$ cat src/rtl/core/uniform_interval_exceed_probability_top_macros.svh
`ifndef UNIFORM_INTERVAL_EXCEED_PROBABILITY_TOP_MACROS_SVH
`define UNIFORM_INTERVAL_EXCEED_PROBABILITY_TOP_MACROS_SVH

// same-cycle implication
`define UIEP_ASSERT_NOW(lbl, ante, cons) \
    lbl: assert property (@(posedge clk) disable iff (!rst_n) (ante) |-> (cons)) \
        else $error("uiep assertion failed");

// next-cycle implication
`define UIEP_ASSERT_NEXT(lbl, ante, cons) \
    lbl: assert property (@(posedge clk) disable iff (!rst_n) (ante) |=> (cons)) \
        else $error("uiep assertion failed");

`endif

$ cat src/rtl/core/uiep_pkg.sv
package uiep_pkg;

    localparam int CW = 16;
    localparam int FB = 16;
    localparam int OW = CW + 2;
    localparam int PW = 2 * OW;
    localparam int QW = FB + 1;

    typedef logic signed [CW-1:0] coord_t;
    typedef logic [CW:0]          diff_t;
    typedef logic [OW-1:0]        opnd_t;
    typedef logic [PW-1:0]        prod_t;
    typedef logic [QW-1:0]        quot_t;

    localparam quot_t ONE  = {1'b1, {FB{1'b0}}};
    localparam quot_t ZERO = '0;

    typedef struct packed {
        prod_t n;
        prod_t d;
        logic  fixed;
        quot_t fval;
        logic  comp;
    } job_t;

    typedef struct packed {
        logic busy;
    } back_status_t;

    function automatic diff_t cdiff(coord_t p, coord_t q);
        return {p[CW-1], p} - {q[CW-1], q};
    endfunction

    function automatic opnd_t ext(diff_t x);
        return {1'b0, x};
    endfunction

endpackage

$ cat src/rtl/core/uiep_back.sv
module uiep_back (
    input  logic                    clk,
    input  logic                    rst_n,
    input  logic                    job_valid,
    output logic                    job_stall,
    input  uiep_pkg::job_t          job,
    output logic                    res_valid,
    input  logic                    res_stall,
    output uiep_pkg::quot_t         probability,
    output uiep_pkg::back_status_t  status
);
    import uiep_pkg::*;

    logic [FB:0] bv_reg;
    logic        ov_reg;
    logic        en;
    prod_t       r_reg   [0:FB];
    quot_t       q_reg   [0:FB];
    prod_t       d_reg   [0:FB];
    logic        fx_reg  [0:FB];
    logic        cp_reg  [0:FB];
    quot_t       fv_reg  [0:FB];
    quot_t       prob_reg;
    logic [PW:0] t       [1:FB];
    logic        ge      [1:FB];
    logic        ge0;
    quot_t       prob_next;

    assign en          = !ov_reg || !res_stall;
    assign job_stall   = !en;
    assign res_valid   = ov_reg;
    assign probability = prob_reg;
    assign status.busy = |bv_reg;
    assign ge0         = (job.n >= job.d);

    always_comb
    begin
        for (int k = 1; k <= FB; k++)
        begin
            t[k]  = {r_reg[k-1], 1'b0};
            ge[k] = (t[k] >= {1'b0, d_reg[k-1]});
        end
    end

    always_comb
    begin
        if (fx_reg[FB])
        begin
            prob_next = fv_reg[FB];
        end
        else if (cp_reg[FB])
        begin
            prob_next = ONE - q_reg[FB] - quot_t'(r_reg[FB] != '0);
        end
        else
        begin
            prob_next = q_reg[FB];
        end
    end

    always_ff @(posedge clk or negedge rst_n)
    begin
        if (!rst_n)
        begin
            bv_reg <= '0;
            ov_reg <= 1'b0;
        end
        else if (en)
        begin
            bv_reg <= {bv_reg[FB-1:0], job_valid};
            ov_reg <= bv_reg[FB];
        end
    end

    always_ff @(posedge clk)
    begin
        if (en)
        begin
            r_reg[0]  <= ge0 ? job.n - job.d : job.n;
            q_reg[0]  <= quot_t'(ge0);
            d_reg[0]  <= job.d;
            fx_reg[0] <= job.fixed;
            cp_reg[0] <= job.comp;
            fv_reg[0] <= job.fval;
            for (int k = 1; k <= FB; k++)
            begin
                r_reg[k]  <= ge[k] ? PW'(t[k] - {1'b0, d_reg[k-1]}) : PW'(t[k]);
                q_reg[k]  <= {q_reg[k-1][QW-2:0], ge[k]};
                d_reg[k]  <= d_reg[k-1];
                fx_reg[k] <= fx_reg[k-1];
                cp_reg[k] <= cp_reg[k-1];
                fv_reg[k] <= fv_reg[k-1];
            end
            prob_reg <= prob_next;
        end
    end

endmodule

$ cat config.mk
export PLATFORM = sky130hd
export DESIGN_NAME = uiep_back
export DESIGN_NICKNAME = d
export VERILOG_FILES = /design/src/rtl/core/uniform_interval_exceed_probability_top_macros.svh /design/src/rtl/core/uiep_pkg.sv /design/src/rtl/core/uiep_back.sv
export SDC_FILE = /design/constraint.sdc
export NUM_CORES = 2
export LEC_CHECK = 0
export ABC_AREA = 1
export BUFFER_PORTS_ARGS = -buffer_cell sky130_fd_sc_hd__buf_2
export CORE_MARGIN = 2
export CORE_UTILIZATION = 65
export CTS_CLUSTER_DIAMETER = 50
export CTS_CLUSTER_SIZE = 24
export DETAILED_ROUTE_END_ITERATION = 8
export GPL_ROUTABILITY_DRIVEN = 0
export PLACE_DENSITY = 0.82
export SYNTH_ARGS = -nofsm -noshare
export SYNTH_HDL_FRONTEND = slang
export SYNTH_SLANG_ARGS = --single-unit
$ cat constraint.sdc
create_clock -name clk -period 55 [get_ports clk]
set_input_delay 0 -clock clk [delete_from_list [all_inputs] [get_ports clk]]
set_output_delay 0 -clock clk [all_outputs]
set_load 0.01 [all_outputs]
Word-level counts from Yosys, hierarchy flattened
Memories as Yosys holds them, arrays and structs flattened.
Index checks and enable logic that the tools add are counted.
{ "word_totals": {"reg_bits": 35, "ram_bits": 1836, "inputBits": 95, "out_inout_bits": 20, "word_cells": 72, "mem_count": 6} }
{ "memory_table": {"columns": ["memory", "words", "word_bits", "rd", "rd_ports_with_merged_regs", "write_ports", "line", "rtl"], "rows": [
  ["d_reg", 17, 36, 16, 0, 17, "uiep_back.sv:19", "prod_t d_reg [0:FB];"],
  ["r_reg", 17, 36, 17, 0, 17, "uiep_back.sv:17", "prod_t r_reg [0:FB];"],
  ["fv_reg", 17, 17, 17, 0, 17, "uiep_back.sv:22", "quot_t fv_reg [0:FB];"],
  ["q_reg", 17, 17, 17, 0, 17, "uiep_back.sv:18", "quot_t q_reg [0:FB];"],
  ["cp_reg", 17, 1, 17, 0, 17, "uiep_back.sv:21", "logic cp_reg [0:FB];"],
  ["fx_reg", 17, 1, 17, 0, 17, "uiep_back.sv:20", "logic fx_reg [0:FB];"]
]} }
{ "classes": {"addsub": 19, "order_cmp": 17, "mux": 21, "reduce_logical": 6} }
{ "ops": {"columns": ["operator", "n"], "rows": [
  ["two-way mux 36 bit", 17],
  ["subtractor 36 bit", 17],
  [">= comparator 37 x 36 -> 1 bit", 16],
  [">= comparator 36 bit", 1],
  ["nonzero test 36 bit", 1],
  ["two-way mux 17 bit", 2],
  ["OR reduction 17 bit", 1],
  ["subtractor 17 x 1 -> 17 bit", 1],
  ["subtractor 17 bit, first input constant", 1],
  ["logical NOT 1 bit", 3],
  ["two-way mux 1 bit", 2],
  ["logical OR 1 bit", 1]
]} }

Longest topological paths before layout
An unclocked memory read counts as a cell.
{ "logic_depth": {"word_depth": 5, "depth_mapped": 17, "mapped_depth_nobuf": 17} }

Least setup slack after synthesis
OpenSTA, ideal clock, no wires.
{ "synth_timing": {"kind": "reg-to-reg", "from": "reg ov_reg (netlist: res_valid)", "to": "reg bv_reg[10]", "setup_ns": 2.063, "arrival_ns": 46.967, "setup_slack_ns": 5.970, "stages_incl_launch_ff": 4, "period_less_slack_ns": 49.030, "cell_sequence": "dfrtp_1 > nand2_1 > clkbuf_1 > o21ai_0"} }
{ "synth_between": {"elab_chain_len": 2} }
{ "synth_rtl": {"columns": ["item", "line", "rtl"], "rows": [
  ["start, declared", "uiep_back.sv:15", "logic ov_reg;"],
  ["start signal, assigned", "uiep_back.sv:71", "ov_reg <= bv_reg[FB];"],
  ["logical NOT 1 bit", "uiep_back.sv:29", "assign en = !ov_reg || !res_stall;"],
  ["logical OR 1 bit", "uiep_back.sv:29", null],
  ["end signal, assigned", "uiep_back.sv:70", "bv_reg <= {bv_reg[FB-1:0], job_valid};"],
  ["end, declared", "uiep_back.sv:14", "logic [FB:0] bv_reg;"]
]} }
No other way between the ends.
A chain may end at the register's enable or synchronous reset.

==> impl_metrics.yaml <==
routing:
  ant_nets: 0
  drc: 11
  first_pass_iters: 9
  wl_per_cell_um: 19.4
  drt-initial-drc-count: 13400
  vias_per_cell: 5.92
  vias: 96900
  wirelength_mm: 317
worst_hold_path:
  holdPathStages: 4
  hold_class: "in -> reg"
yosys:
  synth_area_per_cell_sq_um: 8.05
  seq_area_frac_synth_pct: 46.1
  synthesis.nets: 14500
  syn_inst: 13700
  netlist.area_leader.share_pct: 45.7
  synth_flop_cell: "edfxtp_1"
  synth_area_leaders: "edfxtp_1 46%, nand2_1 16%, inv_1 7.9%"
  syn-cell-area_sq_mm: 0.110
  yosysTopAreaCell: "edfxtp_1"
  synth_edf_count: 1681
  ys_seq_elements: 1699
  ys_warn_count: 0
  synth.distinct_cells: 43
  async_flop_share_pct: 1.06
global_routing:
  grt_max_degree: 225
  grt-ovfl-total: 0
  grt_pass1_wl_mm: 488
  grt_use_total_pct: 36.0
  antenna_found_initial: 15
  grt_pass1_vias: 91300
worst_setup_path:
  critPathSlowestCell: "buf_4"
  reg2reg_slack_ns: 48.47
  slowest_delay_ns: 0.87
  cp-end-kind: "flop"
  timing.rr.end: "r_reg[0][233]$_DFFE_PN_"
  crit_start: "res_valid$_DFFE_PN0N_"
  crit_end: "r_reg[0][233]$_DFFE_PN_"
  r2r_cells: 7
  critical_path_class: "reg -> reg"
  cp.arrival_ns: 6.98
  cp_max_fo: 212
  critPathRequiredTime_ns: 55.45
  crit_path_start_kind: "flop"
  crit_top_cell: "buf_4"
  timing.rr.start: "res_valid$_DFFE_PN0N_"
  path_cells: "nand2_4, buf_4, buf_4, buf_4, buf_12, buf_4, buf_12"
job:
  cap_violations: 0
floorplan:
  die_x_um: 416
  coreArea_sq_mm: 0.169
  start_util_pct: 65.3
  fp.dieH_um: 416
  io_pins: 115
  die-area_sq_mm: 0.173
  rows: 151
timing:
  period_share_pct: 11.9
  relSlewSlack_pct: 18.8
  finalSetupTns_ns: 0
  tightest_slew_ns: 1.21
  rsz0062_at_grt: "no"
  maxSlewViolCount: 0
  max_freq_mhz: 153
  hold_violations: 0
  finalClockSkew_ns: 0.0427
  setup_viol: 0
  finalCriticalPeriod_ns: 6.53
cells_and_area:
  nets: 14800
  largest_register_ffs: 612
  area_growth_pct: 8.60
  fin_util_pct: 71.0
  drive_gt1_share_pct: 6.06
  stdcell_count: 16400
clock_tree:
  root_buffer: "clkbuf_16"
  cts-resized-gates: 0
  clockBufferDepth: 3
  cts_buffers: 147
  cts.htree.levels: 4
  cts_sinks: 1699
  worstSkewPairLatency_ns: 0.86
  post-cts-setup-buffers: 0
  cts_hold_buf: 182
  clk_pin_slew_ns: 0.07
  cts_tree: "built"
placed_design:
  post-dp-hpwl_mm: 239
  dp.cells: 15900
  io_buffers: 114
outcome:
  status: "complete, but fails checks"
  violations: "design-rule violations"
[cells in the mapped netlist (4+ instances only)]
| cell type | number |
|---|---|
| nand2_1 | 4845 |
| inv_1 | 2312 |
| edfxtp_1 | 1681 |
| nand3_1 | 1108 |
| nor2_1 | 991 |
| ha_1 | 630 |
| a21oi_1 | 461 |
| xor2_1 | 296 |
| nand3_2 | 178 |
| nand3b_1 | 153 |
| nor3_1 | 132 |
| o21bai_1 | 131 |
| o21ai_0 | 111 |
| nand4_1 | 102 |
| nor2_2 | 93 |
| buf_6 | 66 |
| nand2_2 | 61 |
| buf_2 | 54 |
| a21oi_2 | 45 |
| nor4_1 | 36 |
| buf_4 | 21 |
| dfrtp_1 | 18 |
| xnor2_1 | 18 |
| fa_1 | 17 |
| a21boi_0 | 16 |
| nand2_4 | 16 |
| nand4_4 | 16 |
| o21a_1 | 16 |
| clkbuf_1 | 15 |
| inv_2 | 15 |
| nor3_2 | 15 |
| buf_8 | 14 |
| or2_0 | 10 |
| nor2_4 | 9 |
| a41oi_2 | 5 |
| a21o_1 | 4 |
[critical path: cells and delay by family (launching register included)]
family / cells / cell delay [ns]
simple gates: 1 / 0.47
buf+inv: 6 / 4.88
flops: 1 / 0.41
[routing by layer]
metal / global-route usage (%) / wire length, um / vias up
met5: 0 / 105 / -
met4: 26.1 / 27500 / 14
met1: 44.1 / 113000 / 43500
met3: 8.64 / 37700 / 1839
li1: - / - / 44800
met2: 56.0 / 139000 / 6693
[worst min-delay path by stage]
stage	from	endpoint	slack, ns
after global placement	rst_n	res_valid$_DFFE_PN0N_	-0.07
after detailed placement	rst_n	res_valid$_DFFE_PN0N_	-0.05
after global routing	job[63]	r_reg[0][8]$_DFFE_PN_	0.03
after floorplan	rst_n	bv_reg[0]$_DFFE_PN0N_	-0.30
final	job[81]	r_reg[0][26]$_DFFE_PN_	0.03
after CTS	job[71]	r_reg[0][16]$_DFFE_PN_	0.002
[placed cells by master, fill, tap and decap left out, drive strengths merged, types with 111 or more instances in the layout]
master	netlist	final
a21oi	506	506
xor2	296	296
ha	630	630
nor3	147	147
o21ai	111	111
clkbuf	15	150
edfxtp	1681	1681
nor2	1093	1093
nand3b	153	153
nand3	1286	1286
buf	157	138
nand4	118	118
nand2	4922	4922
inv	2327	2392
dlygate4sd3	0	182
o21bai	131	131
[final cells by class]
| class | count | area [sq um] |
|---|---|---|
| Fill cell | 12300 | 49100 |
| Clock inverter | 117 | 1810 |
| Timing Repair Buffer | 320 | 2620 |
| Sequential cell | 1699 | 50900 |
| Multi-Input combinational cell | 9523 | 49400 |
| Tap cell | 2218 | 2780 |
| Inverter | 2330 | 8750 |
| Antenna cell | 7 | 17.5 |
| Clock buffer | 150 | 3690 |
[stage by stage]
step / worst slack [ns] / cell area, sq um / hold slack [ns]
5_1_grt: 48.00 / 120000 / 0.0256
2_1_floorplan: 5.97 / 110000 / -0.296
4_1_cts: 48.57 / 120000 / 0.00153
6_report: 48.47 / 120000 / 0.0293
3_5_place_dp: 48.57 / 113000 / -0.0549
3_3_place_gp: 48.82 / 113000 / -0.0658
[kinds of logic (layout without fill, tap and decap cells)]
kind of cell,Yosys count,in the layout,synth area share [%]
simple gates,7768,7768,30.5
buf+inv,2502,2917,9.25
flops,1699,1699,46.1
compound gates,794,794,4.20
fa+ha+maj,647,647,7.44
xor+xnor,314,314,2.49
other cells,0,7,0
Power is left out: the tool's default activity adds up to more than one toggle a clock period on the data nets, which glitch-free logic cannot reach.
