**src/rtl/core/uniform_interval_exceed_probability_top_macros.svh**
```systemverilog
`ifndef UNIFORM_INTERVAL_EXCEED_PROBABILITY_TOP_MACROS_SVH
`define UNIFORM_INTERVAL_EXCEED_PROBABILITY_TOP_MACROS_SVH

// same-cycle implication
`define UIEP_ASSERT_NOW(lbl, ante, cons) \
    lbl: assert property (@(posedge clk) disable iff (!rst_n) (ante) |-> (cons)) \
        else $error("uiep assertion failed");

// next-cycle implication
`define UIEP_ASSERT_NEXT(lbl, ante, cons) \
    lbl: assert property (@(posedge clk) disable iff (!rst_n) (ante) |=> (cons)) \
        else $error("uiep assertion failed");

`endif

```
**src/rtl/core/uiep_pkg.sv**
```systemverilog
package uiep_pkg;

    localparam int CW = 16;
    localparam int FB = 16;
    localparam int OW = CW + 2;
    localparam int PW = 2 * OW;
    localparam int QW = FB + 1;

    typedef logic signed [CW-1:0] coord_t;
    typedef logic [CW:0]          diff_t;
    typedef logic [OW-1:0]        opnd_t;
    typedef logic [PW-1:0]        prod_t;
    typedef logic [QW-1:0]        quot_t;

    localparam quot_t ONE  = {1'b1, {FB{1'b0}}};
    localparam quot_t ZERO = '0;

    typedef struct packed {
        prod_t n;
        prod_t d;
        logic  fixed;
        quot_t fval;
        logic  comp;
    } job_t;

    typedef struct packed {
        logic busy;
    } back_status_t;

    function automatic diff_t cdiff(coord_t p, coord_t q);
        return {p[CW-1], p} - {q[CW-1], q};
    endfunction

    function automatic opnd_t ext(diff_t x);
        return {1'b0, x};
    endfunction

endpackage

```
**src/rtl/core/uiep_fifo.sv**
```systemverilog
module uiep_fifo (
    input  logic            clk,
    input  logic            rst_n,
    input  logic            push_valid,
    output logic            push_stall,
    input  uiep_pkg::job_t  push_job,
    output logic            pop_valid,
    input  logic            pop_stall,
    output uiep_pkg::job_t  pop_job
);
    import uiep_pkg::*;

    job_t       mem [0:1];
    logic       wp_reg, rp_reg;
    logic [1:0] cnt_reg;
    logic       push, pop;

    assign push_stall = (cnt_reg == 2'd2);
    assign pop_valid  = (cnt_reg != 2'd0);
    assign pop_job    = mem[rp_reg];
    assign push       = push_valid && !push_stall;
    assign pop        = pop_valid && !pop_stall;

    always_ff @(posedge clk or negedge rst_n)
    begin
        if (!rst_n)
        begin
            wp_reg  <= 1'b0;
            rp_reg  <= 1'b0;
            cnt_reg <= 2'd0;
        end
        else
        begin
            if (push)
            begin
                wp_reg <= !wp_reg;
            end
            if (pop)
            begin
                rp_reg <= !rp_reg;
            end
            if (push && !pop)
            begin
                cnt_reg <= cnt_reg + 2'd1;
            end
            else if (pop && !push)
            begin
                cnt_reg <= cnt_reg - 2'd1;
            end
        end
    end

    always_ff @(posedge clk)
    begin
        if (push)
        begin
            mem[wp_reg] <= push_job;
        end
    end

endmodule

```
**config.mk**
```make
export PLATFORM = sky130hd
export DESIGN_NAME = uiep_fifo
export DESIGN_NICKNAME = d
export VERILOG_FILES = /design/src/rtl/core/uniform_interval_exceed_probability_top_macros.svh /design/src/rtl/core/uiep_pkg.sv /design/src/rtl/core/uiep_fifo.sv
export SDC_FILE = /design/constraint.sdc
export NUM_CORES = 1
export LEC_CHECK = 0
export BUFFER_PORTS_ARGS = -buffer_cell sky130_fd_sc_hd__buf_2
export CAP_MARGIN = 0
export CORE_MARGIN = 2
export CORE_UTILIZATION = 47
export CTS_CLUSTER_SIZE = 8
export DETAILED_ROUTE_END_ITERATION = 8
export GPL_TIMING_DRIVEN = 0
export PLACE_DENSITY_LB_ADDON = 0.25
export SLEW_MARGIN = 25
export SYNTH_ARGS = -nofsm -noshare
export SYNTH_HDL_FRONTEND = slang
export SYNTH_SLANG_ARGS = --single-unit
export TNS_END_PERCENT = 20
```
**constraint.sdc**
```tcl
create_clock -name clk -period 8.1 [get_ports clk]
set_input_delay 1.62 -clock clk [delete_from_list [all_inputs] [get_ports clk]]
set_output_delay 1.62 -clock clk [all_outputs]
set_load 0.05 [all_outputs]
```
==> After elaboration in Yosys (flattened, before gate mapping) <==
Memories as Yosys holds them, arrays and structs flattened.
Cells that the tools add are included.
{ "word_totals": {"regBits": 4, "ramBits": 182, "input_bits": 95, "output_inout_bits": 93, "mem_count": 1} }
{ "op_classes": {"add_sub_neg": 2, "n_eq_ne": 1, "n_mux": 4, "n_reduce_logical": 12} }
{ "memory_table": {"columns": ["memory", "words", "width", "rd", "rd_clocked_by_memory_dff", "wr", "line_no", "rtl"], "rows": [
  ["mem", 2, 91, 1, 0, 1, "uiep_fifo.sv:13", "job_t mem [0:1];"]
]} }
{ "op_table": {"columns": ["cell", "n"], "rows": [
  ["zero test 1 bit", 6],
  ["logical AND 1 bit", 4],
  ["two-way mux 2 bit", 2],
  ["nonzero test 2 bit", 2],
  ["adder 2 x 1 -> 2 bit, second input constant", 1],
  ["== test 2 bit, second input constant", 1],
  ["two-way mux 1 bit", 2],
  ["subtractor 2 x 1 -> 2 bit, second input constant", 1]
]} }

==> Longest topological paths before layout <==
Gate-level depths: netlist (run 1).
{ "depth": {"depth_word": 7, "mapped_depth": 7, "mapped_depth_nobuf": 7} }

==> Worst setup path after synthesis (run 1) <==
Ideal clock, no wire load.
{ "synth_timing": {"path_type": "in2reg", "start": "input port push_valid", "end": "memory mem[0][0] (netlist name), enable pin", "t_arrival_ns": 5.500, "path_slack_ns": 2.059, "cell_stages": 2, "path_cell_list": "nand2_1 > nor2_1"} }
{ "synth_between": {"elab_chain_len": 3} }
{ "synth_rtl": {"columns": ["item", "line_no", "rtl"], "rows": [
  ["from (decl)", "uiep_fifo.sv:4", "input logic push_valid,"],
  ["logical AND 1 bit", "uiep_fifo.sv:21", "assign push = push_valid && !push_stall;"],
  ["two-way mux 1 bit", "uiep_fifo.sv:55", "if (push)"],
  ["two-way mux 1 bit (not written as such)", "uiep_fifo.sv:57", "mem[wp_reg] <= push_job;"],
  ["to (decl)", "uiep_fifo.sv:13", null]
]} }
No other way between the ends.

==> results of run 1 <==
worst paths after layout:
path	endpoint	slack, ps	cells past startpoint
setup / recovery	pop_job[57]	4740	4
hold / removal	cnt_reg[1]	500	1
setup reg to reg	mem[0][85]	6270	5
hold reg to reg	cnt_reg[1]	500	1
max in group asynchronous	rp_reg	6980	1
min in group asynchronous	wp_reg	990	1
Yosys cell counts:
cell type,count
nand2b_2,1
nand2_1,1
nand2b_1,1
nor2_1,2
xnor2_1,3
inv_1,2
xor2_1,2
buf_12,8
and3_1,1
buf_2,1
or2_2,1
edfxtp_1,182
mux2_4,80
buf_6,1
dfrtp_1,4
mux2_2,11
ha_1,1
power by group:
part | switching [mW] | internal (mW) | total (mW)
Sequential | 0.0553 | 1.31 | 1.37
Clock | 0.360 | 0.400 | 0.760
Combinational | 1.18 | 0.624 | 1.80
cell usage in the layout, fill, tap and decap left out, types with 3 or more instances in the layout:
cell	count
mux2_4	80
xnor2_1	3
mux2_2	11
buf_2	188
dfrtp_1	4
inv_8	3
buf_16	3
clkbuf_16	17
inv_6	4
buf_12	11
clkinv_2	4
edfxtp_1	182
final cells by class:
type | count | area (sq um)
clock inverters | 15 | 118
fillers | 1140 | 5990
diodes | 2 | 5.00
inverters | 2 | 7.51
well taps | 188 | 235
multi-input cells | 104 | 1430
flip-flops and latches | 186 | 5570
repair buffers | 193 | 1080
clock buffers | 17 | 425
plain buffers | 10 | 176
routing by layer:
layer	global-route usage, %	wire [um]
met5	0	8
met3	6.95	1060
met4	6.59	203
met1	17.2	4680
met2	25.8	6170
critical path, cell delays in order, from the launching register on:
cell and delay [ps]:
dfrtp_1 360, buf_6 240, buf_12 190, mux2_4 300
buf_2 220
logic make-up after synthesis:
| logic type | count (synthesis) | share of synthesized area, % |
|---|---|---|
| muxes | 91 | 18.5 |
| DFF | 186 | 77.6 |
| buffers and inverters | 12 | 2.57 |
| xor gates and xnor gates | 5 | 0.611 |
| and+or+nand+nor | 7 | 0.541 |
| adders and majority gates | 1 | 0.174 |
per-stage QoR:
step	area [sq um]	power [mW]	utilization, %	setup WS, ps	cells
after floorplan	7170	2.86	-	2060	302
after global routing	9040	4.09	60.1	4670	716
after detailed placement	8500	3.22	56.5	5140	683
after CTS	9040	3.98	60.1	4690	715
final	9040	3.93	60.2	4740	717
after global placement	8340	3.18	55.5	-161	677
==> metrics.txt, run 1 <==
FF+latch count, synth around 190; first-pass GRT wire length 18600 um; num rows 45; htree depth 4; Synth area leader edfxtp_1; Hold Crit Class reg2reg; # DRC 0; post-synthesis cell count 302; crit path max fanout 10; Synth area leaders edfxtp_1, mux2_4, buf_12, mux2_2, dfrtp_1; CTS clock-pin slew for the worst setup and hold paths ~70 ps; IO Count 188; hold bufs inserted after CTS 0; area share of the largest cell type after synthesis around three quarters; CP Launch Type register; RSZ-0062 raised after global routing false; area grow syn2layout 26.1%; initial antenna violation count 4; fin crit period 3360 ps; Buffers on Ports approximately 190; Worst Min Path Start cnt_reg[1]; grt total ovfl 0; Setup Skew about 5.5 ps; number of flip-flops in the largest register 182; share of cells above drive strength 1 approximately 62%; die width about 130 um; Ys Warns 0; Clock Sinks 186; WHS a little under 500 ps; Hold Fails Final Rpt 0; register area share after synthesis between 70% and 80%; 1st-iter DRT viols 119; DP HPWL roughly 8400 um; syn_nets ~400; RR Startpoint cnt_reg[0]; Slew Limit Headroom a little over two thirds; beginning of the critical path rp_reg; Setup TNS Final 0 ps; Pre-Repair DR Iteration Count 3; Core ar. approximately 0.015 sq mm; layout net count 610; mapped cell area 0.00717 sq mm; Crit path required time 6480 ps; FMAX just under 0.3 GHz; post-route clock period utilization around two fifths; fin. max-slew vios 0; mean routed wirelength per cell approximately 17 um; final setup fails 0; setup repair bufs after CTS 0; DRT Wirelength between 10000 and 15000 um; largest net degree at the start of global routing 40; vias in the first global route about 3600; CP Class reg2out; Slew @ Worst Pin approximately 440 ps; outcome completed; Worst Setup End Kind output pin; Routed Antenna Nets 0; CTS Buf Count 17; CTS tree done; Via density between 4 and 5; worst vdd ir between 200 and 250 uV; Avg Cell Area, Syn 23.7 sq um; die height ~130 um; Distinct cells, synth 17; vias around 3500; Clock Path Buffers 2; post-cts resize count 0; gpl congestion 0.671; Power Density roughly 430 mW/mm^2; GRT Util Overall between 15 and 20%; Die ar. 0.0163 sq mm; initial core utilization between 40% and 50%; leakage between 3 and 4 nW; CP Data Arrival Time between 1500 and 2000 ps; worst-skew pair later-pin latency roughly 420 ps; clk root buf clkbuf_16; Max Cap Violations 0
(Power assumes the default switching activity.)
==> inputs of run 2 (changes only) <==
Clock period 8.1 ns to 3.35 ns, I/O delays scaled along.
==> run 2 against run 1 <==
Against the previous run: global-route usage shrank 0.31 points; sequential share of layout area is 0.12 points lower; count of clock-buffer cells in the layout increased by 1; clock power grew to 2.6 times the previous value; final area grew 0.19%; critical endpoint is now pop_job[51].
==> metrics.txt, run 2 (synthesis gave the netlist of run 1 again) <==
mean routed wirelength per cell 17.1 um (was 16.9 um); 1st-iter DRT viols 218 (was 119); PnR worst setup slack 945 ps (was 4740 ps); RSZ-0062 raised after global routing false (unchanged); initial antenna violation count 1 (was 4); FMAX 0.416 GHz; crit path max fanout 10 (unchanged); CP Data Arrival Time 1740 ps (about the same); antenna cell count 0 (was 2); Setup TNS Final 0 ps (unchanged); commonest non-fill, non-tap cells in the layout buf_2, edfxtp_1, mux2_4, clkbuf_16, mux2_2 (was buf_2, edfxtp_1, mux2_4, clkbuf_16); CTS clock-pin slew for the worst setup and hold paths 70 ps (about the same); clk root buf clkbuf_16 (unchanged); commonest non-fill, non-tap cell in the layout buf_2 (unchanged); DP HPWL 8370 um (was 8430 um); Hold Fails Final Rpt 0 (unchanged); Setup Slack @ Placement 1150 ps (was 5140 ps); num rows 45 (unchanged); first-pass GRT wire length 18400 um (was 18600 um); htree depth 4 (unchanged); area grow syn2layout 26.4% (was 26.1%); critical path's largest stage delay 350 ps (was 360 ps); grt total ovfl 0 (unchanged); Pre-Repair DR Iteration Count 5 (was 3); final setup fails 0 (unchanged); die width 128 um (unchanged); fin. max-slew vios 0 (unchanged); Via density 4.86 (was 4.83); Worst Setup End Kind output pin (unchanged); largest net degree at the start of global routing 48 (was 40); CP Class reg2out (unchanged); CP max stage cell dfrtp_1 (unchanged); FILL cells 1128 (was 1140); post-cts resize count 0 (unchanged); Buffers on Ports 187 (unchanged); CP Launch Type register (unchanged); setup repair bufs after CTS 0 (unchanged); Placed Instances 682 (was 683); leakage 3.65 nW (about the same); IO Count 188 (unchanged); initial core utilization 47.7% (unchanged); Core ar. 0.0150 sq mm (unchanged); worst-skew pair later-pin latency 420 ps (about the same); vias 3465 (was 3460); Slew Limit Headroom 55.3% (was 70.3%); post-route clock period utilization 71.8%; Max Cap Violations 0 (unchanged); die height 128 um (unchanged); fin crit period approximately 2400 ps; CTS Buf Count 17 (unchanged); share of cells above drive strength 1 62.3% (was 62.4%); worst vdd ir 771 uV (was 234 uV); Hold Crit Class in2async (was reg2reg); GRT Util Overall 15.1% (was 15.4%); DRT Wirelength 12200 um (was 12100 um); outcome completed (unchanged); gpl congestion 0.689 (was 0.671); ordered cell list for the critical path buf_6 > buf_12 > mux2_4 > buf_2 (unchanged); Power Density 1060 mW/mm^2 (was 435 mW/mm^2); hold bufs inserted after CTS 0 (unchanged); Crit path required time 2680 ps (was 6480 ps); Routed Antenna Nets 0 (unchanged); Setup Skew 8.99 ps (was 5.49 ps); Clock Path Buffers 2 (unchanged); # DRC 0 (unchanged); vias in the first global route 3687 (was 3639); layout net count 609 (was 610); Die ar. 0.0163 sq mm (unchanged); number of flip-flops in the largest register 182 (unchanged); CTS tree done (unchanged); Cell Count, Final, Fillers Out 713 (was 717); Slew @ Worst Pin 670 ps (was 445 ps); Clock Sinks 186 (unchanged)
## run 2: cell count changes in the layout (fill, tap and decap cells not counted), sizes merged
cell	delta
diode	-2
bufinv	+2
buf	-1
clkinvlp	+2
clkbuf	+1
clkinv	-4
inv	-2
## run 2: where the power goes
part	internal, mW	switching, mW
clock	1.10	0.834
sequential	3.18	0.133
combinational	1.51	2.85
total	5.79	3.82
## run 2: worst max-delay path: cells and delay by family (launching register included)
family	cells	cell delay [ps]
DFF	1	350
muxes	1	310
buffers and inverters	3	640
## run 2: path summary, 6_finish.rpt
kind / startpoint / slack (ps) / cells past startpoint / to
min reg2reg: cnt_reg[1] / 500 / 1 / cnt_reg[1]
max in group asynchronous: rst_n / 3180 / 1 / rp_reg
min in group clk: push_job[47] / 430 / 1 / mem[0][47]
min: rst_n / 50 / 1 / cnt_reg[0]
max: rp_reg / 940 / 4 / pop_job[51]
max reg2reg: cnt_reg[0] / 1320 / 5 / mem[0][84]
## run 2: layer usage
layer | wire length (um) | track usage [%] | up-vias
met5 | 7 | 0 | -
met4 | 234 | 6.08 | 2
met3 | 1240 | 7.24 | 26
met2 | 5750 | 23.8 | 138
met1 | 4970 | 18.0 | 1679
li1 | - | - | 1620
## run 2: final cells by class
cell class | instances | area (sq um) | area share, %
Sequential cell | 186 | 5570 | 61.4
Clock inverter | 13 | 141 | 1.56
Tap cell | 188 | 235 | 2.60
Multi-Input combinational cell | 104 | 1430 | 15.8
Inverter | 2 | 7.51 | 0.0829
Timing Repair Buffer | 192 | 1070 | 11.8
Clock buffer | 18 | 429 | 4.74
Buffer | 10 | 176 | 1.95
## run 2: per-stage QoR
stage                     hold slack (ps)  instance area [sq um]  util, %  power [mW]
after floorplan                       374                   7180        -        6.88
after global routing                 26.0                   9060     60.3        9.99
after CTS                            20.8                   9060     60.3        9.73
after detailed placement              481                   8490     56.5        7.78
final                                46.1                   9060     60.3        9.61
after global placement                479                   8350     55.5        7.65
