## config.mk

```make
export PLATFORM = sky130hd
export DESIGN_NAME = uiep_front
export DESIGN_NICKNAME = d
export VERILOG_FILES = /design/src/rtl/core/uniform_interval_exceed_probability_top_macros.svh /design/src/rtl/core/uiep_pkg.sv /design/src/rtl/core/uiep_front.sv
export SDC_FILE = /design/constraint.sdc
export NUM_CORES = 2
export LEC_CHECK = 0
export BUFFER_PORTS_ARGS = -buffer_cell sky130_fd_sc_hd__buf_2
export CAP_MARGIN = 20
export CELL_PAD_IN_SITES_DETAIL_PLACEMENT = 1
export CELL_PAD_IN_SITES_GLOBAL_PLACEMENT = 1
export CORE_MARGIN = 1
export CORE_UTILIZATION = 45
export CTS_CLUSTER_DIAMETER = 50
export CTS_CLUSTER_SIZE = 30
export DETAILED_ROUTE_END_ITERATION = 10
export PLACE_DENSITY_LB_ADDON = 0.15
export SKIP_LAST_GASP = 1
export SYNTH_ARGS = -nofsm -noshare
export SYNTH_HDL_FRONTEND = slang
export SYNTH_SLANG_ARGS = --single-unit
```

## constraint.sdc

```tcl
create_clock -name clk -period 7.7 [get_ports clk]
set_input_delay 0 -clock clk [delete_from_list [all_inputs] [get_ports clk]]
set_output_delay 0 -clock clk [all_outputs]
set_load 0.005 [all_outputs]
```

## src/rtl/core/uniform_interval_exceed_probability_top_macros.svh

```systemverilog
`ifndef UNIFORM_INTERVAL_EXCEED_PROBABILITY_TOP_MACROS_SVH
`define UNIFORM_INTERVAL_EXCEED_PROBABILITY_TOP_MACROS_SVH

// same-cycle implication
`define UIEP_ASSERT_NOW(lbl, ante, cons) \
    lbl: assert property (@(posedge clk) disable iff (!rst_n) (ante) |-> (cons)) \
        else $error("uiep assertion failed");

// next-cycle implication
`define UIEP_ASSERT_NEXT(lbl, ante, cons) \
    lbl: assert property (@(posedge clk) disable iff (!rst_n) (ante) |=> (cons)) \
        else $error("uiep assertion failed");

`endif

```

## src/rtl/core/uiep_pkg.sv

```systemverilog
package uiep_pkg;

    localparam int CW = 16;
    localparam int FB = 16;
    localparam int OW = CW + 2;
    localparam int PW = 2 * OW;
    localparam int QW = FB + 1;

    typedef logic signed [CW-1:0] coord_t;
    typedef logic [CW:0]          diff_t;
    typedef logic [OW-1:0]        opnd_t;
    typedef logic [PW-1:0]        prod_t;
    typedef logic [QW-1:0]        quot_t;

    localparam quot_t ONE  = {1'b1, {FB{1'b0}}};
    localparam quot_t ZERO = '0;

    typedef struct packed {
        prod_t n;
        prod_t d;
        logic  fixed;
        quot_t fval;
        logic  comp;
    } job_t;

    typedef struct packed {
        logic busy;
    } back_status_t;

    function automatic diff_t cdiff(coord_t p, coord_t q);
        return {p[CW-1], p} - {q[CW-1], q};
    endfunction

    function automatic opnd_t ext(diff_t x);
        return {1'b0, x};
    endfunction

endpackage

```

## src/rtl/core/uiep_front.sv

```systemverilog
module uiep_front (
    input  logic              clk,
    input  logic              rst_n,
    input  logic              req_valid,
    output logic              req_stall,
    input  uiep_pkg::coord_t  a_low,
    input  uiep_pkg::coord_t  a_high,
    input  uiep_pkg::coord_t  b_low,
    input  uiep_pkg::coord_t  b_high,
    output logic              job_valid,
    input  logic              job_stall,
    output uiep_pkg::job_t    job
);
    import uiep_pkg::*;

    logic [3:0] v_reg;
    logic       en;

    coord_t al_reg, ah_reg, bl_reg, bh_reg;
    coord_t x0_reg, x1_reg, y0_reg, y1_reg;
    logic   px_reg, py_reg, sw_reg;
    opnd_t  ma_reg, mb_reg, da_reg, db_reg;
    logic   fixed_reg, comp_reg;
    quot_t  fval_reg;
    job_t   job_reg;

    diff_t  w, v;
    logic   px, py, sw;
    opnd_t  ma_next, mb_next, da_next, db_next;
    logic   fixed_next, comp_next;
    quot_t  fval_next;

    assign en        = !v_reg[3] || !job_stall;
    assign req_stall = !en;
    assign job_valid = v_reg[3];
    assign job       = job_reg;

    assign w  = cdiff(ah_reg, al_reg);
    assign v  = cdiff(bh_reg, bl_reg);
    assign px = (w == '0);
    assign py = (v == '0);
    assign sw = !px && !py && (v > w);

    always_comb
    begin
        ma_next    = '0;
        mb_next    = '0;
        da_next    = opnd_t'(1);
        db_next    = opnd_t'(1);
        fixed_next = 1'b0;
        comp_next  = 1'b0;
        fval_next  = ZERO;
        if (px_reg && py_reg)
        begin
            fixed_next = 1'b1;
            fval_next  = (x0_reg >= y0_reg) ? ONE : ZERO;
        end
        else if (px_reg)
        begin
            if (x0_reg <= y0_reg)
            begin
                fixed_next = 1'b1;
            end
            else if (x0_reg <= y1_reg)
            begin
                ma_next = ext(cdiff(x0_reg, y0_reg));
                mb_next = opnd_t'(1);
                da_next = ext(cdiff(y1_reg, y0_reg));
            end
            else
            begin
                fixed_next = 1'b1;
                fval_next  = ONE;
            end
        end
        else if (py_reg)
        begin
            if (x1_reg <= y0_reg)
            begin
                fixed_next = 1'b1;
            end
            else if (x0_reg <= y0_reg)
            begin
                ma_next = ext(cdiff(x1_reg, y0_reg));
                mb_next = opnd_t'(1);
                da_next = ext(cdiff(x1_reg, x0_reg));
            end
            else
            begin
                fixed_next = 1'b1;
                fval_next  = ONE;
            end
        end
        else
        begin
            if (x1_reg <= y0_reg)
            begin
                fixed_next = 1'b1;
                fval_next  = sw_reg ? ONE : ZERO;
            end
            else if (x1_reg <= y1_reg)
            begin
                ma_next   = ext(cdiff(x1_reg, y0_reg));
                mb_next   = ma_next;
                da_next   = {cdiff(y1_reg, y0_reg), 1'b0};
                db_next   = ext(cdiff(x1_reg, x0_reg));
                comp_next = sw_reg;
            end
            else if (x0_reg <= y0_reg)
            begin
                ma_next   = ext(cdiff(x1_reg, y0_reg)) + ext(cdiff(x1_reg, y1_reg));
                mb_next   = opnd_t'(1);
                da_next   = {cdiff(x1_reg, x0_reg), 1'b0};
                comp_next = sw_reg;
            end
            else if (x0_reg <= y1_reg)
            begin
                ma_next   = ext(cdiff(y1_reg, x0_reg));
                mb_next   = ma_next;
                da_next   = {cdiff(y1_reg, y0_reg), 1'b0};
                db_next   = ext(cdiff(x1_reg, x0_reg));
                comp_next = !sw_reg;
            end
            else
            begin
                fixed_next = 1'b1;
                fval_next  = sw_reg ? ZERO : ONE;
            end
        end
    end

    always_ff @(posedge clk or negedge rst_n)
    begin
        if (!rst_n)
        begin
            v_reg <= '0;
        end
        else if (en)
        begin
            v_reg <= {v_reg[2:0], req_valid};
        end
    end

    always_ff @(posedge clk)
    begin
        if (en)
        begin
            // order the ends of each interval
            al_reg <= (a_low > a_high) ? a_high : a_low;
            ah_reg <= (a_low > a_high) ? a_low  : a_high;
            bl_reg <= (b_low > b_high) ? b_high : b_low;
            bh_reg <= (b_low > b_high) ? b_low  : b_high;
            // wider interval goes first
            x0_reg <= sw ? bl_reg : al_reg;
            x1_reg <= sw ? bh_reg : ah_reg;
            y0_reg <= sw ? al_reg : bl_reg;
            y1_reg <= sw ? ah_reg : bh_reg;
            px_reg <= px;
            py_reg <= py;
            sw_reg <= sw;
            ma_reg    <= ma_next;
            mb_reg    <= mb_next;
            da_reg    <= da_next;
            db_reg    <= db_next;
            fixed_reg <= fixed_next;
            comp_reg  <= comp_next;
            fval_reg  <= fval_next;
            job_reg.n     <= ma_reg * mb_reg;
            job_reg.d     <= da_reg * db_reg;
            job_reg.fixed <= fixed_reg;
            job_reg.fval  <= fval_reg;
            job_reg.comp  <= comp_reg;
        end
    end

endmodule

```

# Word-level counts from Yosys, hierarchy flattened
# Cells that the tools add are included.
[classes] n_mux=66 addsub=9 magnitude_cmp=8 n_mul=2 reduce_logical=14
[ops] operator="2-to-1 mux 17 bit" n=29
[ops] operator="2-to-1 mux 18 bit" n=13
[ops] operator="subtractor 16 x 16 -> 17 bit" n=8
[ops] operator="2-to-1 mux 16 bit" n=8
[ops] operator="multiplier 18 x 18 -> 36 bit" n=2
[ops] operator="less-or-equal comparator 16 bit" n=4
[ops] operator="zero test 17 bit" n=2
[ops] operator="greater-than comparator 16 bit" n=2
[ops] operator="adder 17 x 17 -> 18 bit" n=1
[ops] operator="greater-than comparator 17 bit" n=1
[ops] operator="greater-or-equal comparator 16 bit" n=1
[ops] operator="2-to-1 mux 1 bit" n=16
[ops] operator="zero test 1 bit" n=6
[ops] operator="OR reduction 6 bit" n=1
[ops] operator="OR reduction 4 bit" n=1
[ops] operator="logical AND 1 bit" n=3
[ops] operator="logical OR 1 bit" n=1
[totals] word_cells=124 register_bits=317 out_inout_bits=93 in_bits=68

# Logic depth before layout (Yosys ltp)
[depth] ltp_word=8 mapped_depth=25 mapped_depth_nobuf=24

# Worst setup path before layout
# No wires, ideal clock.
[synth_path] path_kind="reg-to-reg" start="register v_reg[3]" end="register v_reg[0]" slack_ns=0.364 n_path_buf=0 arrival_ns=7.239 period_less_slack_ns=7.336 path_stages_with_launch=3 t_required_ns=7.603 setup_time_ns=0.097 cell_sequence="dfrtp_1 -> nand2_1 -> mux2_2"
[synth_between] elab_chain_len=2
[synth_lines] element="start: declaration" line="uiep_front.sv:16" text="logic [3:0] v_reg;"
[synth_lines] element="start signal: assignment" line="uiep_front.sv:140" text="v_reg <= {v_reg[2:0], req_valid};"
[synth_lines] element="zero test 1 bit" line="uiep_front.sv:33" text="assign en = !v_reg[3] || !job_stall;"
[synth_lines] element="logical OR 1 bit" line="uiep_front.sv:33"
# Every way passes these cells.
# A chain may end at the register's enable or synchronous reset.

# Worst setup path in the final report
[layout_path] start="register mb_reg[4]" end="register job_reg, in the netlist job[90], data pin"
[layout_between] elab_chain_len=1
[layout_lines] element="start: declaration" line="uiep_front.sv:22" text="opnd_t ma_reg, mb_reg, da_reg, db_reg;"
[layout_lines] element="start signal: assignment" line="uiep_front.sv:162" text="mb_reg <= mb_next;"
[layout_lines] element="multiplier 18 x 18 -> 36 bit" line="uiep_front.sv:168" text="job_reg.n <= ma_reg * mb_reg;"
[layout_lines] element="end: declaration" line="uiep_front.sv:25" text="job_t job_reg;"
# Every way passes these cells.

==> summary by stage <==
Outcome
The flow ran to the end, and the final reports show no timing, DRC or antenna violations.

Clocking
The number of cells upsized or downsized after cts is 0. The clock root buffer master is sky130_fd_sc_hd__clkbuf_16. The clock passes through at most 3 buffers. The CTS clock-pin slew for the worst setup and hold paths is 0.07 ns. The tree built by TritonCTS fans out to 283 sinks. The H-tree was split into 2 levels. The CTS tree is built. The number of buffers inserted during clock tree synthesis is 45. For the worst-skew pair, the clock arrives at the later sink with an insertion delay of 0.61 ns.

Timing
Setup repair after global routing left no endpoint under its margin. The max-slew violation total from the final report is 0. Between clock sinks in the finished design, the worst skew comes to ~0.025 ns. Dividing the final minimum period by the clock period gives 95.1%. The headroom to the max-slew limit is roughly 28%.

At the pin with the least slew margin, the transition time is 1.07 ns. Setup violations remaining at the end of the flow were counted as 0. The aggregate negative setup slack is 0 ns. Setup slack on the critical path of the routed design comes to 0.377 ns. For this run, the top clock speed supported by timing is 137 MHz. Across all hold checks on the routed design, the worst slack comes to 0.205 ns.

The final critical path time including I/O delays and setup is 7.32 ns. The final number of hold-violating endpoints is 0.

Global route
The global-route usage over all layers is about a quarter. The first global-routing pass estimated 177 mm of wire. The via count of the first global-routing pass is between 30000 and 40000. The initial antenna violation count is 3. Entering global routing, the biggest net connects ~170 pins.

After global routing the overflow that remains totals 0.

Critical path
The capturing point of the worst reg2reg path is job[90]. The startpoint type of the worst setup path is a register. The worst endpoint required time is 8.05 ns. The arrival time of the worst setup path is 7.67 ns.

The critical path is of the register to register type. The endpoint type of the worst setup path is a register. Counting cells, the worst reg-to-reg path comes to 22. For flop-to-flop paths, the worst setup slack is 0.38 ns. In this run the critical register-to-register path is launched from mb_reg[4]. The highest net fanout along the worst path is 18.

Finish
Cells with a size suffix above 1 make up about 8.7% of the layout. The final net count is 5382. The post-layout instance count excluding filler cells is 5573. The layout overhead on the synthesized area is 11.4%. The register with the most flip-flops in the layout has between 70 and 80 of them.

Counting the fill cells in the layout gives between 10000 and 15000.

Synth
The number of instances in the synthesized netlist is approximately 4200. In this run, synthesis produced a sequential element count of between 200 and 300. For this run, asynchronously set or reset flops after synthesis account for 1.41%. In the synthesized netlist, the cells that appear most often are sky130_fd_sc_hd__inv_1, sky130_fd_sc_hd__fa_1, sky130_fd_sc_hd__ha_1.

The number of synthesized flops with an enable pin is 279. In the synthesized netlist the dominant register cell turns out to be sky130_fd_sc_hd__edfxtp_1. The top cell type by total area after synthesis is sky130_fd_sc_hd__fa_1. Sorting the synthesized cells by area gives the leading types as sky130_fd_sc_hd__fa_1, sky130_fd_sc_hd__edfxtp_1, sky130_fd_sc_hd__ha_1, sky130_fd_sc_hd__inv_1, sky130_fd_sc_hd__and2_1.

The post-synthesis cell type count is 80. The library cell with the highest instance count after synthesis is sky130_fd_sc_hd__inv_1. Summing the sequential cell areas from Yosys gives 21.2% of the chip area. The Yosys warning count is 0. The mean instance size in the synthesized netlist is between 9 and 10 um2. The share of synthesized area in the top cell type comes to 24.6%. The mapped cell area is 39900 um2.

Route
The DRC violation total after the first TritonRoute iteration is 1346. The number of optimization iterations in the first detailed-route pass is 5. The number of nets with antenna violations after routing is 0.

Summing over every cut layer, the via total after detailed routing is 29800. In the routed design, unresolved DRC markers number 0. The final layout contains routed wiring with a total length of 110 mm. In the routed layout, each cell is associated on average with a via count of 5.35. The average wire per standard cell is 19.7 um.

Die
The die covers 90000 um2. The count of boundary I/O pins is 161. The die height is 300 um. The x dimension of the die is around 300 um. The initial standard-cell utilization of the core is 45.8%.

The core box area is 87300 um2. After floorplanning, the core was divided into approximately 110 placement rows.

Placement
The worst setup slack before clock tree synthesis is between 0.3 and 0.4 ns. Once placement completed, the tool counted placed cells totaling 5378. The congestion estimate from routability-driven global placement came to 0.900. Once detailed placement completed, the half-perimeter wirelength came to 89.7 mm.

Port buffering added roughly 140 buffers.

Hold path
The path class of the tightest hold or removal check is input port to register. For hold timing, the worst endpoint is v_reg[0]. The hold path startpoint is req_valid. The number of instances on the worst hold path is 3.

Job
The number of violations of the max-capacitance limit is 0.
==> metal layers <==
| metal | track usage [%] | vias to the layer above | part of all wire (%) |
|---|---|---|---|
| li1 | - | 14000 | - |
| met1 | 32.8 | 15200 | 45 |
| met4 | 7.58 | 0 | 2.8 |
| met2 | 43.7 | 468 | 49 |
| met5 | 0 | - | 0 |
| met3 | 2.25 | 136 | 2.9 |
==> critical path, cell delays in order, from the launching register on <==
cell and delay [ns]:
sky130_fd_sc_hd__edfxtp_1 0.61, sky130_fd_sc_hd__and2_1 0.26, sky130_fd_sc_hd__fa_1 0.52, sky130_fd_sc_hd__inv_1 0.06, sky130_fd_sc_hd__fa_1 0.53, sky130_fd_sc_hd__inv_1 0.05
sky130_fd_sc_hd__fa_1 0.50, sky130_fd_sc_hd__inv_1 0.05, sky130_fd_sc_hd__fa_1 0.55, sky130_fd_sc_hd__fa_1 0.43, sky130_fd_sc_hd__fa_1 0.49, sky130_fd_sc_hd__inv_1 0.04
sky130_fd_sc_hd__ha_1 0.34, sky130_fd_sc_hd__a211oi_1 0.33, sky130_fd_sc_hd__o21ai_0 0.20, sky130_fd_sc_hd__or3_1 0.36, sky130_fd_sc_hd__o211ai_1 0.27, sky130_fd_sc_hd__a21oi_1 0.21
sky130_fd_sc_hd__a211o_1 0.41, sky130_fd_sc_hd__a31oi_1 0.45, sky130_fd_sc_hd__o21ai_0 0.14, sky130_fd_sc_hd__a21oi_1 0.19, sky130_fd_sc_hd__xnor2_1 0.07
==> stage by stage <==
step           instance area [um2]  utilization (%)
4_1_cts                      44400             50.8
6_report                     44500             51.0
3_3_place_gp                 41800             47.9
3_5_place_dp                 41800             47.9
2_1_floorplan                40000                -
5_1_grt                      44500             51.0
==> worst max-delay path by stage <==
stage,to,start,cells after the start,slack [ns]
after floorplan,v_reg[0],v_reg[3],2,0.36
after global placement,job[90],mb_reg[3],22,0.45
after detailed placement,job[90],mb_reg[3],22,0.35
after CTS,job[90],mb_reg[3],22,0.31
after global routing,job[90],mb_reg[7],24,0.002
final,job[90],mb_reg[4],22,0.38
==> cell families after synthesis <==
kind of cell	share of synthesized area, %
mux	3.80
xor+xnor	3.57
fa+ha+maj	38.5
simple gates	13.9
flops	21.2
buf+inv	8.95
other cells	0.00939
compound gates	10.1
==> what timing repair did <==
item | 4_1_cts | 5_1_grt
setup buffers | 0 | 11
endpoints found under the setup margin | 0 | 2
hold buffers | 99 | 0
hold endpoints to repair | 69 | 0
==> layout by cell type (no fill, tap or decap), types with 7 or more instances in the layout <==
master,count
sky130_fd_sc_hd__a31oi_1,17
sky130_fd_sc_hd__mux2_2,82
sky130_fd_sc_hd__o31a_1,8
sky130_fd_sc_hd__o2bb2ai_1,8
sky130_fd_sc_hd__a22oi_1,15
sky130_fd_sc_hd__inv_1,777
sky130_fd_sc_hd__o211ai_1,18
sky130_fd_sc_hd__buf_2,144
sky130_fd_sc_hd__mux2_4,17
sky130_fd_sc_hd__a21o_1,79
sky130_fd_sc_hd__nand2_1,409
sky130_fd_sc_hd__or3_1,9
sky130_fd_sc_hd__nor3_1,33
sky130_fd_sc_hd__a221oi_1,7
sky130_fd_sc_hd__dlygate4sd3_1,99
sky130_fd_sc_hd__and3_1,19
sky130_fd_sc_hd__a21oi_1,172
sky130_fd_sc_hd__edfxtp_1,279
sky130_fd_sc_hd__nand3_1,52
sky130_fd_sc_hd__mux2i_1,34
sky130_fd_sc_hd__ha_1,443
sky130_fd_sc_hd__buf_4,43
sky130_fd_sc_hd__o21ai_0,125
sky130_fd_sc_hd__fa_1,491
sky130_fd_sc_hd__nand4_1,32
sky130_fd_sc_hd__a2111oi_0,7
sky130_fd_sc_hd__o21bai_1,21
sky130_fd_sc_hd__nand2b_1,36
sky130_fd_sc_hd__nor2_1,147
sky130_fd_sc_hd__xnor2_1,104
sky130_fd_sc_hd__xor2_1,59
sky130_fd_sc_hd__and2_1,324
sky130_fd_sc_hd__a31o_2,7
sky130_fd_sc_hd__o21a_1,41
sky130_fd_sc_hd__a211oi_1,17
sky130_fd_sc_hd__nor2b_1,30
sky130_fd_sc_hd__clkbuf_16,46
sky130_fd_sc_hd__conb_1,16
==> area by class of cell <==
type / instances / area (um2) / share of cell area [%]
clock inverters: 33 / 430 / 0.967
diodes: 3 / 7.51 / 0.0169
flip-flops and latches: 283 / 8480 / 19.1
repair buffers: 288 / 2070 / 4.66
inverters: 777 / 2920 / 6.56
multi-input cells: 2985 / 28000 / 62.9
well taps: 1155 / 1450 / 3.25
clock buffers: 49 / 1160 / 2.61
Power is left out: the tool's default activity adds up to more than one toggle a clock period on the data nets, which glitch-free logic cannot reach.
